<file path="config.mk">
export PLATFORM = sky130hd
export DESIGN_NAME = csimd_cfg_regs
export DESIGN_NICKNAME = d
export VERILOG_FILES = /design/src/rtl/csi_motion_detector_unit_assert.svh /design/src/rtl/csimd_pkg.sv /design/src/rtl/csimd_cfg_regs.sv
export SDC_FILE = /design/constraint.sdc
export NUM_CORES = 1
export LEC_CHECK = 0
export BUFFER_PORTS_ARGS = -buffer_cell sky130_fd_sc_hd__buf_2
export CORE_ASPECT_RATIO = 1.2
export CORE_MARGIN = 2
export CORE_UTILIZATION = 31
export DETAILED_ROUTE_END_ITERATION = 7
export HOLD_SLACK_MARGIN = 0.1
export SETUP_SLACK_MARGIN = 0.15
export SLEW_MARGIN = 25
export SYNTH_ARGS = -nofsm -noshare
export SYNTH_HDL_FRONTEND = slang
export SYNTH_SLANG_ARGS = --single-unit
</file>
<file path="constraint.sdc">
create_clock -name clk -period 4.7 [get_ports clk]
set_clock_uncertainty 0.05 [all_clocks]
set_input_delay 0.94 -clock clk [delete_from_list [all_inputs] [get_ports clk]]
set_output_delay 0.94 -clock clk [all_outputs]
set_load 0.02 [all_outputs]
</file>
<file path="src/rtl/csi_motion_detector_unit_assert.svh">
// Assertion macros for the motion detector blocks.
// Expects clk and rst_n in the scope of the including module.
`ifndef CSI_MOTION_DETECTOR_UNIT_ASSERT_SVH
`define CSI_MOTION_DETECTOR_UNIT_ASSERT_SVH

// same-cycle implication
`define CSIMD_ASSERT_IMP(lbl, ante, cons, msg) \
  lbl: assert property (@(posedge clk) disable iff (!rst_n) (ante) |-> (cons)) \
    else $error(msg);

// next-cycle implication
`define CSIMD_ASSERT_NXT(lbl, ante, cons, msg) \
  lbl: assert property (@(posedge clk) disable iff (!rst_n) (ante) |=> (cons)) \
    else $error(msg);

`endif

</file>
<file path="src/rtl/csimd_pkg.sv">
// Shared types, constants and helper functions of the motion detector.
// No dependencies; used by every module of the block.
package csimd_pkg;

  localparam int SUBCARRIERS_DEF = 256;

  localparam int ALPHA_W   = 9;
  localparam int THR_W     = 16;
  localparam int MS_W      = 16;
  localparam int SEC_W     = 7;
  localparam int SCORE_W   = 16;
  localparam int SUM_W     = 24;
  localparam int MAG_W     = 16;
  localparam int ACC_W     = 25;
  localparam int PADDR_W   = 5;
  localparam int PDATA_W   = 32;
  localparam int CNT_MAX_W = 11;   // divisor width, enough for 1024 pairs
  localparam int OPND_W    = 32;
  localparam int Q_W       = 24;
  localparam int SUB_W     = 20;   // trial subtractor width
  localparam int STEP_W    = 5;

  localparam logic [STEP_W-1:0] SQRT_STEPS = 5'd16;
  localparam logic [STEP_W-1:0] DIV_STEPS  = 5'd24;

  localparam logic [ALPHA_W-1:0] ALPHA_RST   = 9'd230;
  localparam logic [THR_W-1:0]   THRESH_RST  = 16'd512;
  localparam logic [MS_W-1:0]    CALIB_RST   = 16'd5000;
  localparam logic [MS_W-1:0]    REFRESH_RST = 16'd1000;
  localparam logic [MS_W-1:0]    TIMEOUT_RST = 16'd3000;

  localparam logic [ALPHA_W-1:0] ALPHA_ONE    = 9'd256;
  localparam logic [MAG_W-1:0]   SMOOTH_FLOOR = 16'd25;
  localparam logic [SEC_W-1:0]   SEC_MAX      = 7'd65;
  localparam logic [ACC_W-1:0]   ROUND_HALF   = 25'd128;

  // floor(x / 1000) = (x * 67109) >> 26 for every 16-bit x
  localparam logic [16:0] RECIP_1000  = 17'd67109;
  localparam int          RECIP_SHIFT = 26;

  typedef enum logic [2:0] {
    REG_ALPHA,
    REG_THRESH,
    REG_CALIB,
    REG_REFRESH,
    REG_TIMEOUT
  } reg_idx_t;

  typedef enum logic [1:0] {
    MODE_PAIR,
    MODE_TICK,
    MODE_START,
    MODE_STOP
  } mode_t;

  typedef enum logic {
    OP_SQRT,
    OP_DIV
  } iter_op_t;

  typedef enum logic [3:0] {
    S_CLEAR,
    S_IDLE,
    S_PAIR,
    S_SQRT,
    S_MUL1,
    S_MUL2,
    S_WRITE,
    S_DIV,
    S_DIVW,
    S_EMIT
  } seq_state_t;

  typedef struct packed {
    logic [ALPHA_W-1:0] alpha;
    logic [THR_W-1:0]   thresh;
    logic [MS_W-1:0]    calib_ms;
    logic [MS_W-1:0]    refresh_ms;
    logic [MS_W-1:0]    timeout_ms;
  } cfg_t;

  typedef struct packed {
    logic                 start;
    iter_op_t             op;
    logic [OPND_W-1:0]    operand;
    logic [CNT_MAX_W-1:0] divisor;
  } iter_req_t;

  typedef struct packed {
    logic           done;
    logic [Q_W-1:0] result;
  } iter_rsp_t;

  function automatic logic [MS_W-1:0] sat_inc(input logic [MS_W-1:0] x);
    return (x == {MS_W{1'b1}}) ? x : x + 1'b1;
  endfunction

  function automatic logic [SEC_W-1:0] div1000(input logic [MS_W-1:0] x);
    logic [32:0] p;
    p = 33'(x) * 33'(RECIP_1000);
    return p[RECIP_SHIFT +: SEC_W];
  endfunction

endpackage

</file>
<file path="src/rtl/csimd_cfg_regs.sv">
// APB-style configuration register file of the motion detector.
// Depends on csimd_pkg.
module csimd_cfg_regs (
  input  logic                             clk,
  input  logic                             rst_n,
  input  logic                             psel,
  input  logic                             penable,
  input  logic                             pwrite,
  input  logic [csimd_pkg::PADDR_W-1:0]    paddr,
  input  logic [csimd_pkg::PDATA_W-1:0]    pwdata,
  output logic [csimd_pkg::PDATA_W-1:0]    prdata,
  output logic                             pready,
  output csimd_pkg::cfg_t                  cfg
);

  csimd_pkg::cfg_t      cfg_r;
  csimd_pkg::reg_idx_t  idx;
  logic                 wr;

  assign pready = 1'b1;
  assign wr     = psel & penable & pwrite;
  assign idx    = csimd_pkg::reg_idx_t'(paddr[csimd_pkg::PADDR_W-1:2]);
  assign cfg    = cfg_r;

  always_ff @(posedge clk) begin
    if (!rst_n) begin
      cfg_r.alpha      <= csimd_pkg::ALPHA_RST;
      cfg_r.thresh     <= csimd_pkg::THRESH_RST;
      cfg_r.calib_ms   <= csimd_pkg::CALIB_RST;
      cfg_r.refresh_ms <= csimd_pkg::REFRESH_RST;
      cfg_r.timeout_ms <= csimd_pkg::TIMEOUT_RST;
    end else if (wr) begin
      case (idx)
        csimd_pkg::REG_ALPHA:   cfg_r.alpha      <= pwdata[csimd_pkg::ALPHA_W-1:0];
        csimd_pkg::REG_THRESH:  cfg_r.thresh     <= pwdata[csimd_pkg::THR_W-1:0];
        csimd_pkg::REG_CALIB:   cfg_r.calib_ms   <= pwdata[csimd_pkg::MS_W-1:0];
        csimd_pkg::REG_REFRESH: cfg_r.refresh_ms <= pwdata[csimd_pkg::MS_W-1:0];
        csimd_pkg::REG_TIMEOUT: cfg_r.timeout_ms <= pwdata[csimd_pkg::MS_W-1:0];
        default: ;
      endcase
    end
  end

  always_comb begin
    case (idx)
      csimd_pkg::REG_ALPHA:   prdata = csimd_pkg::PDATA_W'(cfg_r.alpha);
      csimd_pkg::REG_THRESH:  prdata = csimd_pkg::PDATA_W'(cfg_r.thresh);
      csimd_pkg::REG_CALIB:   prdata = csimd_pkg::PDATA_W'(cfg_r.calib_ms);
      csimd_pkg::REG_REFRESH: prdata = csimd_pkg::PDATA_W'(cfg_r.refresh_ms);
      csimd_pkg::REG_TIMEOUT: prdata = csimd_pkg::PDATA_W'(cfg_r.timeout_ms);
      default:                prdata = '0;
    endcase
  end

endmodule

</file>
---- After elaboration in Yosys (flattened, before gate mapping) ----
Index checks and enable logic that the tools add are counted.
word-level totals
  bits in registers ....................... 73
  bits in latches ......................... 0
  bits in writable memories ............... 0
  memory bits (read-only) ................. 0
  output and inout port bits .............. 106
  memories ................................ 0
operators by class
  add/sub/neg operators ................... 0
  multiply operators ...................... 0
  divide/modulo/power cells ............... 0
  magnitude comparators ................... 0
  equal/unequal tests ..................... 4
  shift operators ......................... 0
  mux-type cells .......................... 1
  bitwise operators ....................... 2
  reductions and logical operators ........ 6
operators by type and width
  operator              number
  $pmux W16 S5          1
  $reduce_and A2 Y1     5
  $eq A3 B2 Y1 const B  2
  $eq A3 B1 Y1 const B  1
  $eq A3 B3 Y1 const B  1
  $logic_not A3 Y1      1
  $and A1 B1 Y1         2

---- Longest topological paths before layout ----
Gate-level depths: netlist of the first run.
  depth in word-level cells ............... 3
  mapped depth ............................ 6

---- Worst setup path before layout of the first run ----
Ideal clock, no wire load.
  kind .................................... input to output
  from .................................... in paddr[3] in the netlist's numbering
  to ...................................... out prdata[0] in the netlist's numbering
  arrival time ............................ 2005 ps
  path slack .............................. 1705 ps
  stages .................................. 5
  buffers on the path ..................... 2
  cells stage by stage .................... buf_2 nor2_1 buf_2 a22oi_1 o22ai_1
between the ends
  cells in the longest elaborated chain, start to end .. 2
  elaborated cells between the ends (all ways) .. 6
  classes of those cells .................. 4 x eq/ne; 1 x mux; 1 x reduce/logical
RTL lines
  element                                     line                  RTL
  from (decl)                                 csimd_cfg_regs.sv:9   input logic [csimd_pkg::PADDR_W-1:0] paddr,
  $eq A3 B3 Y1, or another cell as far along  csimd_cfg_regs.sv:45  case (idx)
  $pmux W16 S5 *                              csimd_cfg_regs.sv:45
  to (decl)                                   csimd_cfg_regs.sv:11  output logic [csimd_pkg::PDATA_W-1:0] prdata,
Mark *: on every way between the ends. The rest lies on a longest branch, timed or not.

---- Worst setup path after layout of the first run ----
  from .................................... in paddr[3] in the netlist's numbering
  to ...................................... out prdata[9] in the netlist's numbering
Same word-level chain as after synthesis.

==> results of run 1 <==
-- routing by layer --
layer  global-route usage (%)  up-vias
met4                     8.95        2
li1                         -     1471
met2                     28.9      106
met5                        0        -
met1                     22.0     1477
met3                     3.23       16
-- power by group through the flow --
stage | clock network, uW | logic, uW | registers (uW)
6_report | 612 | 136 | 629
5_1_grt | 652 | 148 | 629
4_1_cts | 624 | 137 | 628
3_5_place_dp | 0 | 136 | 642
3_3_place_gp | 0 | 134 | 642
2_1_floorplan | 0 | 97.3 | 647
-- final cells by class --
| cell class | count | area [um2] | share of cell area, % |
|---|---|---|---|
| Inverter | 12 | 45.0 | 1.03 |
| Multi-Input combinational cell | 259 | 1800 | 41.1 |
| Antenna cell | 1 | 2.50 | 0.0572 |
| Sequential cell | 73 | 1460 | 33.4 |
| Tap cell | 154 | 193 | 4.40 |
| Clock buffer | 11 | 243 | 5.54 |
| Clock inverter | 4 | 20.0 | 0.457 |
| Timing Repair Buffer | 119 | 613 | 14.0 |
-- kinds of logic (layout without fill, tap and decap cells) --
family	after synthesis	in the layout
AND/OR/NAND/NOR	104	104
multiplexers	78	78
flip-flops	73	73
AO/OA/AOI/OAI	60	60
buffers and inverters	60	146
other	2	18
-- Yosys cell counts --
cell / count
dfxtp_1: 73
nand4_1: 1
inv_1: 12
a22oi_1: 23
mux2_2: 8
buf_1: 1
nor2_1: 2
and4b_1: 1
nand2b_1: 2
nand3_4: 1
conb_1: 2
o21a_1: 1
clkbuf_1: 15
mux2i_1: 70
o31ai_1: 2
nor3b_2: 1
o211ai_1: 11
nor2b_1: 21
buf_6: 3
buf_12: 1
nor3_1: 1
o2bb2ai_1: 1
o22ai_1: 15
buf_4: 20
nand4b_4: 1
nand2_1: 66
o311ai_0: 1
or3_1: 1
o21ai_0: 6
nand3_1: 5
buf_2: 8
nor2_4: 1
-- worst max-delay path: cells and delay by family --
kind | cells | cell delay (ns)
simple gates | 1 | 0.60
buf+inv | 2 | 0.61
compound gates | 2 | 0.34
-- worst max path at each step --
stage | start | to | slack (ns) | cells after the start
2_1_floorplan | paddr[3] | prdata[0] | 1.71 | 5
3_3_place_gp | paddr[2] | prdata[5] | 0.94 | 5
3_5_place_dp | paddr[2] | prdata[5] | 1.19 | 6
4_1_cts | paddr[2] | prdata[5] | 1.19 | 6
5_1_grt | paddr[2] | prdata[2] | 1.10 | 5
6_report | paddr[3] | prdata[9] | 1.20 | 5
-- per-stage QoR --
| step | power [uW] | area [um2] | hold slack, ns | utilization [%] |
|---|---|---|---|---|
| CTS | 1390 | 4370 | 0.423 | 39.4 |
| finish | 1380 | 4380 | 0.423 | 39.5 |
| global route | 1430 | 4380 | 0.448 | 39.5 |
| detailed placement | 778 | 4110 | 0.414 | 37.1 |
| global placement | 776 | 4110 | 0.405 | 37.1 |
| floorplan | 745 | 3600 | 0.493 | - |
==> results.py, run 1 <==
metrics = {
    "timing": {
        "period_needed_ns": 3.50,
        "slew-limit-headroom_pct": 48.4,
        "fmax_mhz": 285,
        "worst_pin_slew_ns": 0.774,
        "grt_setup_unrepaired": "false",
        "finalCritPeriodShare_pct": 74.6,
        "finalSetupTns_ns": 0,
        "worst_slack_ns": 1.20,
        "hold_violations": 0,
        "setup_viol": 0,
        "final_max_slew_viol_count": 0,
    },
    "layout": {
        "final.fill_count": 1131,
        "final_common_cell": "buf_2",
        "drive_above_1_share_pct": 30.8,
        "fin_cells": 633,
        "syn_to_final_growth_pct": 23.5,
        "largest_register_ffs": 73,
        "final_nets": 516,
        "mostFrequentLayoutCells": "112 x buf_2, 73 x dfxtp_1, 70 x mux2i_1",
    },
    "routing": {
        "dr_wl_met2_um": 5290,
        "wl_met1_um": 4550,
        "top_layer": "met5",
        "firstDrtPassIters": 5,
        "via_per_inst": 4.85,
        "met3_length_um": 602,
        "postRouteAntennaNets": 0,
        "routed_wl_um": 10700,
        "via_count": 3072,
        "drc_errors": 0,
        "wl_per_cell_um": 16.9,
        "drtIter0Drc": 173,
    },
    "place": {
        "post-place-cells": 617,
        "post-dp-hpwl_um": 7550,
        "dp_slack_ns": 1.19,
        "gp_congestion": 0.772,
        "port-buffer-count": 112,
    },
    "logic_synthesis": {
        "synth_top_area_share_pct": 41.2,
        "synth-compound-area-share_pct": 11.8,
        "ys_types": 32,
        "synthTopCellsByArea": "dfxtp_1 41%, mux2i_1 20%, nand2_1 7.0%",
        "synth-xor-area-share_pct": 0,
        "synth-simple-area-share_pct": 14.6,
        "synth_top_area_cell": "dfxtp_1",
        "muxShareOfSynthArea_pct": 22.3,
        "synth_top_family_by_area": "multiplexers",
        "syn_avg_cell_area_um2": 9.40,
        "yosysWarningCount": 0,
        "ys_seq_elements": 73,
        "seq_area_frac_synth_pct": 41.2,
        "synthAdderAreaFrac_pct": 0,
        "syn_area_um2": 3540,
        "synthCells": 377,
    },
    "clock_tree": {
        "path_clk_slew_ns": 0.05,
        "postCtsSetupBuffers": 0,
        "cts_root_buffer": "clkbuf_16",
        "numCtsBuffers": 9,
        "clock_path_buffers": 2,
        "cts_sinks": 73,
        "clock_latency_ns": 0.33,
        "h-tree-depth": 3,
        "cts_tree": "yes",
        "ctsHoldBuffers": 0,
        "cts_resized": 0,
    },
    "setup_path": {
        "arrival_ns": 2.51,
        "r2r-end": "cfg[44]",
        "critPathRequiredTime_ns": 3.71,
        "cp_common_cell": "buf_2",
        "critPathKind": "in2out",
        "crit_path_end_kind": "output port",
        "max_stage_delay_ns": 0.60,
        "slowest_stage": "nor2b_1",
        "rr_startpoint": "cfg[44]",
        "startpoint_type": "primary input",
        "reg2reg_setup_slack_ns": 3.89,
        "cp_max_fo": 20,
        "r2r_cells": 2,
        "crit_chain": "buf_2 -> nor2b_1 -> a22oi_1 -> o22ai_1 -> buf_2",
    },
    "pwr": {
        "p_clk_share_pct": 44.5,
        "p_int_uw": 1030,
        "switching_power_uw": 345,
        "p_sw_share_pct": 25.1,
        "peakVddDrop_mv": 0.146,
        "seqPwrFrac_pct": 45.7,
        "power_density_nw_per_um2": 314,
        "combPwrFrac_pct": 9.9,
        "p_leak_uw": 0.00204,
    },
    "die": {
        "fp.dieArea_um2": 12300,
        "io-pin-count": 148,
        "placementRows": 42,
        "die_h_um": 121,
        "fp.dieW_um": 102,
        "core_um2": 11100,
        "initial_core_util_pct": 32.0,
    },
    "global_route": {
        "grt_pass1_wl_um": 16500,
        "grt_max_degree": 48,
        "grt_antenna_before_repair": 2,
        "gr-total-overflow": 0,
        "grt_usage_pct": 17.7,
        "grt_pass1_vias": 3036,
    },
    "worst_hold_path": {
        "whs_path_depth": 2,
        "holdPathEnd": "cfg[58]",
        "holdCritPathClass": "reg2reg",
        "hp-start": "cfg[58]",
    },
    "outcome": {
        "status": "finished clean",
    },
    "flow_run": {
        "cap_violations": 0,
    },
}
(Power assumes the default switching activity.)
==> run 2: changes to the inputs <==
- clock period: 4.7 -> 3.3 ns (I/O delays scaled with it)
==> run 2 against run 1 <==
Hold slack improved by 0.00059 ns; register-to-register slack worse by 1.3 ns; flip-flop and latch count stayed put; final cell count up 0.95%; sequential power rose by 42%; sequential share of layout area shrank 0.77 points; routed wire length up 0.49%; first-iteration DRC count increased by 7.5%; global-route usage up 0.28 points; clock-buffer cell count unchanged; setup slack lost 0.78 ns; critical path depth unchanged; largest power group is now clock; highest routed layer unchanged.
==> results.py, run 2 (same netlist as run 1, synthesis figures left out) <==
metrics = {
    "worst_hold_path": {
        "holdPathEnd": "cfg[50]",
        "holdCritPathClass": "reg2reg",
        "hp-start": "cfg[50]",
        "whs_path_depth": 2,
    },
    "routing": {
        "drc_errors": 0,
        "wl_per_cell_um": 16.8,
        "firstDrtPassIters": 4,
        "via_count": 3118,
        "met3_length_um": 478,
        "postRouteAntennaNets": 0,
        "drtIter0Drc": 186,
        "routed_wl_um": 10700,
        "via_per_inst": 4.88,
        "wl_met1_um": 4630,
        "top_layer": "met5",
        "dr_wl_met2_um": 5430,
    },
    "timing": {
        "fmax_mhz": 347,
        "hold_violations": 0,
        "finalCritPeriodShare_pct": 87.3,
        "period_needed_ns": 2.88,
        "hold_ws_ns": 0.423,
        "worst_pin_slew_ns": 0.862,
        "grt_setup_unrepaired": "false",
        "final_max_slew_viol_count": 0,
        "setup_viol": 0,
        "finalSetupTns_ns": 0,
        "slew-limit-headroom_pct": 42.4,
    },
    "setup_path": {
        "crit_path_end_kind": "output port",
        "r2r_cells": 2,
        "rr_startpoint": "cfg[44]",
        "arrival_ns": 2.17,
        "cp_max_fo": 10,
        "critPathKind": "in2out",
        "critPathRequiredTime_ns": 2.59,
        "r2r-end": "cfg[44]",
        "reg2reg_setup_slack_ns": 2.55,
        "startpoint_type": "primary input",
    },
    "layout": {
        "largest_register_ffs": 73,
        "fin_cells": 639,
        "syn_to_final_growth_pct": 26.4,
        "final_common_cell": "buf_2",
        "drive_above_1_share_pct": 31.6,
        "final_nets": 521,
        "fin_util_pct": 40.4,
        "mostFrequentLayoutCells": "112 x buf_2, 73 x dfxtp_1, 70 x mux2i_1",
    },
    "place": {
        "port-buffer-count": 112,
        "post-place-cells": 622,
        "post-dp-hpwl_um": 7680,
        "gp_congestion": 0.782,
    },
    "clock_tree": {
        "h-tree-depth": 3,
        "clock_latency_ns": 0.33,
        "numCtsBuffers": 9,
        "cts_root_buffer": "clkbuf_16",
        "path_clk_slew_ns": 0.06,
        "ctsHoldBuffers": 0,
        "clock_path_buffers": 2,
        "cts_sinks": 73,
        "cts_tree": "yes",
        "postCtsSetupBuffers": 0,
        "cts_resized": 0,
    },
    "global_route": {
        "grt_pass1_wl_um": 16700,
        "gr-total-overflow": 0,
        "grt_pass1_vias": 3043,
        "grt_max_degree": 38,
        "grt_antenna_before_repair": 2,
        "grt_usage_pct": 18.0,
    },
    "pwr": {
        "power_density_nw_per_um2": 484,
        "peakVddDrop_mv": 0.238,
        "p_leak_uw": 0.00209,
    },
    "flow_run": {
        "cap_violations": 0,
    },
    "die": {
        "core_um2": 11100,
        "placementRows": 42,
        "die_h_um": 121,
        "fp.dieArea_um2": 12300,
        "io-pin-count": 148,
        "initial_core_util_pct": 32.0,
        "fp.dieW_um": 102,
    },
    "outcome": {
        "status": "finished clean",
    },
}
[run 2: final cells by class]
| class | count | area, um2 |
|---|---|---|
| clock buffers | 11 | 253 |
| diodes | 1 | 2.50 |
| fillers | 1133 | 6610 |
| flip-flops and latches | 73 | 1460 |
| clock inverters | 5 | 77.6 |
| repair buffers | 124 | 651 |
| inverters | 12 | 45.0 |
| multi-input cells | 259 | 1800 |
| well taps | 154 | 193 |
[run 2: stage by stage]
stage | total power [uW] | setup slack, ns | area (um2)
after global placement | 1110 | 0.232 | 4150
after CTS | 2190 | 0.188 | 4480
after global routing | 2240 | 0.242 | 4480
after floorplan | 1060 | 0.865 | 3600
after detailed placement | 1110 | 0.202 | 4150
final | 2170 | 0.418 | 4480
[run 2: per-layer routing]
layer | vias up | track usage [%]
li1 | 1504 | -
met1 | 1511 | 23.2
met2 | 85 | 29.0
met3 | 16 | 3.74
met4 | 2 | 7.35
met5 | - | 0
[run 2: worst max path at each step]
stage                  start        end  slack [ns]  cells past startpoint
floorplan           paddr[3]  prdata[0]        0.87                      5
global placement    paddr[3]  prdata[5]        0.23                      5
detailed placement  paddr[3]  prdata[5]        0.20                      5
CTS                 paddr[3]  prdata[3]        0.19                      5
global route        paddr[2]  prdata[2]        0.24                      5
finish              paddr[2]  prdata[3]        0.42                      5
[run 2: worst max-delay path, stage by stage]
cell	delay (ns)
buf_2	0.19
nor2b_1	0.70
a22oi_1	0.21
o22ai_1	0.21
buf_2	0.20
[run 2: report_power, final]
| part | switching [uW] | total [uW] | internal [uW] |
|---|---|---|---|
| combinational | 135 | 197 | 62.3 |
| clock | 377 | 1080 | 700 |
| sequential | 5.96 | 895 | 889 |
| total | 517 | 2170 | 1650 |
==> run 3: changes to the inputs <==
- REMOVE_ABC_BUFFERS: unset -> 1
==> run 3 against run 2 <==
Hold slack got worse by 0.0013 ns; critical path depth is 1 higher; die area is the same; fmax rose by 1.8%; global-route usage fell by 1.1 points; clock-buffer cell count down 1; final cell count fell by 0.31%; via count shrank 3.1%; flip-flop and latch count unchanged; sequential share of layout area down 0.37 points; largest power group unchanged.
==> results.py, run 3 (same netlist as run 1, synthesis figures left out) <==
metrics = {
    "outcome": {
        "status": "finished clean",
    },
    "timing": {
        "fmax_mhz": 353,
        "period_needed_ns": 2.83,
        "grt_setup_unrepaired": "false",
        "hold_violations": 0,
        "finalSetupTns_ns": 0,
        "final_max_slew_viol_count": 0,
        "setup_viol": 0,
        "worst_pin_slew_ns": 0.782,
        "slew-limit-headroom_pct": 47.8,
        "finalCritPeriodShare_pct": 85.8,
    },
    "layout": {
        "final.fill_count": 1126,
        "antenna_cells": 0,
        "fin_area_um2": 4530,
        "final_nets": 520,
        "largest_register_ffs": 73,
        "final_common_cell": "buf_2",
        "fin_cells": 637,
        "drive_above_1_share_pct": 31.7,
        "syn_to_final_growth_pct": 27.9,
        "mostFrequentLayoutCells": "112 x buf_2, 73 x dfxtp_1, 70 x mux2i_1",
    },
    "global_route": {
        "grt_max_degree": 94,
        "gr-total-overflow": 0,
        "grt_pass1_wl_um": 15700,
        "grt_usage_pct": 16.9,
        "grt_antenna_before_repair": 0,
        "grt_pass1_vias": 2917,
    },
    "clock_tree": {
        "cts_root_buffer": "clkbuf_16",
        "path_clk_slew_ns": 0.05,
        "cts_tree": "yes",
        "cts_sinks": 73,
        "clock_path_buffers": 2,
        "h-tree-depth": 3,
        "numCtsBuffers": 9,
        "clock_latency_ns": 0.32,
        "postCtsSetupBuffers": 0,
    },
    "setup_path": {
        "arrival_ns": 2.12,
        "startpoint_type": "primary input",
        "crit_path_end_kind": "output port",
        "slowest_stage": "nor2b_2",
        "critPathKind": "in2out",
        "crit_chain": "buf_2 -> buf_4 -> nor2b_2 -> a22oi_1 -> o22ai_1 -> buf_2",
        "max_stage_delay_ns": 0.52,
        "critPathRequiredTime_ns": 2.59,
        "cp_max_fo": 10,
        "cp_common_cell": "buf_2",
    },
    "routing": {
        "drc_errors": 0,
        "drtIter0Drc": 99,
        "wl_per_cell_um": 16.1,
        "postRouteAntennaNets": 0,
        "via_per_inst": 4.74,
        "firstDrtPassIters": 4,
        "via_count": 3022,
        "routed_wl_um": 10300,
    },
    "place": {
        "gp_congestion": 0.751,
        "port-buffer-count": 112,
        "post-dp-hpwl_um": 7270,
        "placed_area_um2": 4150,
        "post-place-cells": 621,
    },
    "pwr": {
        "power_density_nw_per_um2": 509,
        "p_leak_uw": 0.00211,
        "peakVddDrop_mv": 0.241,
    },
    "die": {
        "fp.dieArea_um2": 12300,
        "die_h_um": 121,
        "fp.dieW_um": 102,
        "io-pin-count": 148,
        "placementRows": 42,
        "core_um2": 11100,
        "initial_core_util_pct": 32.0,
    },
    "worst_hold_path": {
        "holdCritPathClass": "reg2reg",
    },
    "flow_run": {
        "cap_violations": 0,
    },
}
==> run 3: cell types whose count changed in the layout (fill, tap and decap cells not counted) <==
cell and delta:
clkbuf_8 -1, inv_6 +1, clkinvlp_4 -1, bufinv_16 +2, buf_4 -2, nor2b_2 +1, clkinv_4 +1, nor2b_1 -1
clkinv_2 -2, buf_12 +1, diode_2 -1
==> run 3: cell type report <==
type | count | area [um2] | area share, %
well taps | 154 | 193 | 4.25
repair buffers | 123 | 656 | 14.5
inverters | 12 | 45.0 | 0.994
multi-input cells | 259 | 1800 | 39.7
flip-flops and latches | 73 | 1460 | 32.2
clock inverters | 6 | 138 | 3.04
clock buffers | 10 | 239 | 5.27
==> run 3: through the flow <==
| step | worst slack [ns] | utilization, % | total power (uW) | hold WS (ns) |
|---|---|---|---|---|
| 2_1_floorplan | 0.890 | - | 1010 | 0.490 |
| 3_3_place_gp | 0.178 | 37.4 | 1110 | 0.406 |
| 3_5_place_dp | 0.129 | 37.5 | 1110 | 0.418 |
| 4_1_cts | 0.471 | 40.9 | 2330 | 0.426 |
| 5_1_grt | 0.372 | 40.9 | 2390 | 0.441 |
| 6_report | 0.469 | 40.9 | 2310 | 0.422 |
==> run 3: worst paths after layout <==
| path | from | to | slack [ns] | depth (start not counted) |
|---|---|---|---|---|
| max | paddr[2] | prdata[2] | 0.47 | 6 |
| min | cfg[55] | cfg[55] | 0.42 | 2 |
| max reg2reg | cfg[44] | cfg[44] | 2.54 | 2 |
| min reg2reg | cfg[55] | cfg[55] | 0.42 | 2 |
==> run 3: where the power goes <==
group	leakage, uW	internal [uW]	switching [uW]
Clock	0.000183	839	377
Combinational	0.00134	62.8	133
Sequential	0.000590	889	5.99
==> run 3: timing repair <==
| action | CTS | global route |
|---|---|---|
| hold buffers | 0 | 0 |
| resized for setup | 1 | 0 |
| endpoints found under the setup margin | 2 | 0 |
==> run 3: routing by layer <==
| metal | up-vias | share of wire, % | GRT usage (%) |
|---|---|---|---|
| li1 | 1483 | - | - |
| met1 | 1440 | 43 | 20.6 |
| met2 | 84 | 50 | 28.9 |
| met3 | 15 | 4.0 | 2.71 |
| met4 | 0 | 2.1 | 7.43 |
| met5 | - | 0 | 0 |
==> run 3: worst max-delay path, delay by kind of cell <==
kind	cells	cell delay, ns
buf+inv	3	0.53
simple gates	1	0.52
compound gates	2	0.41
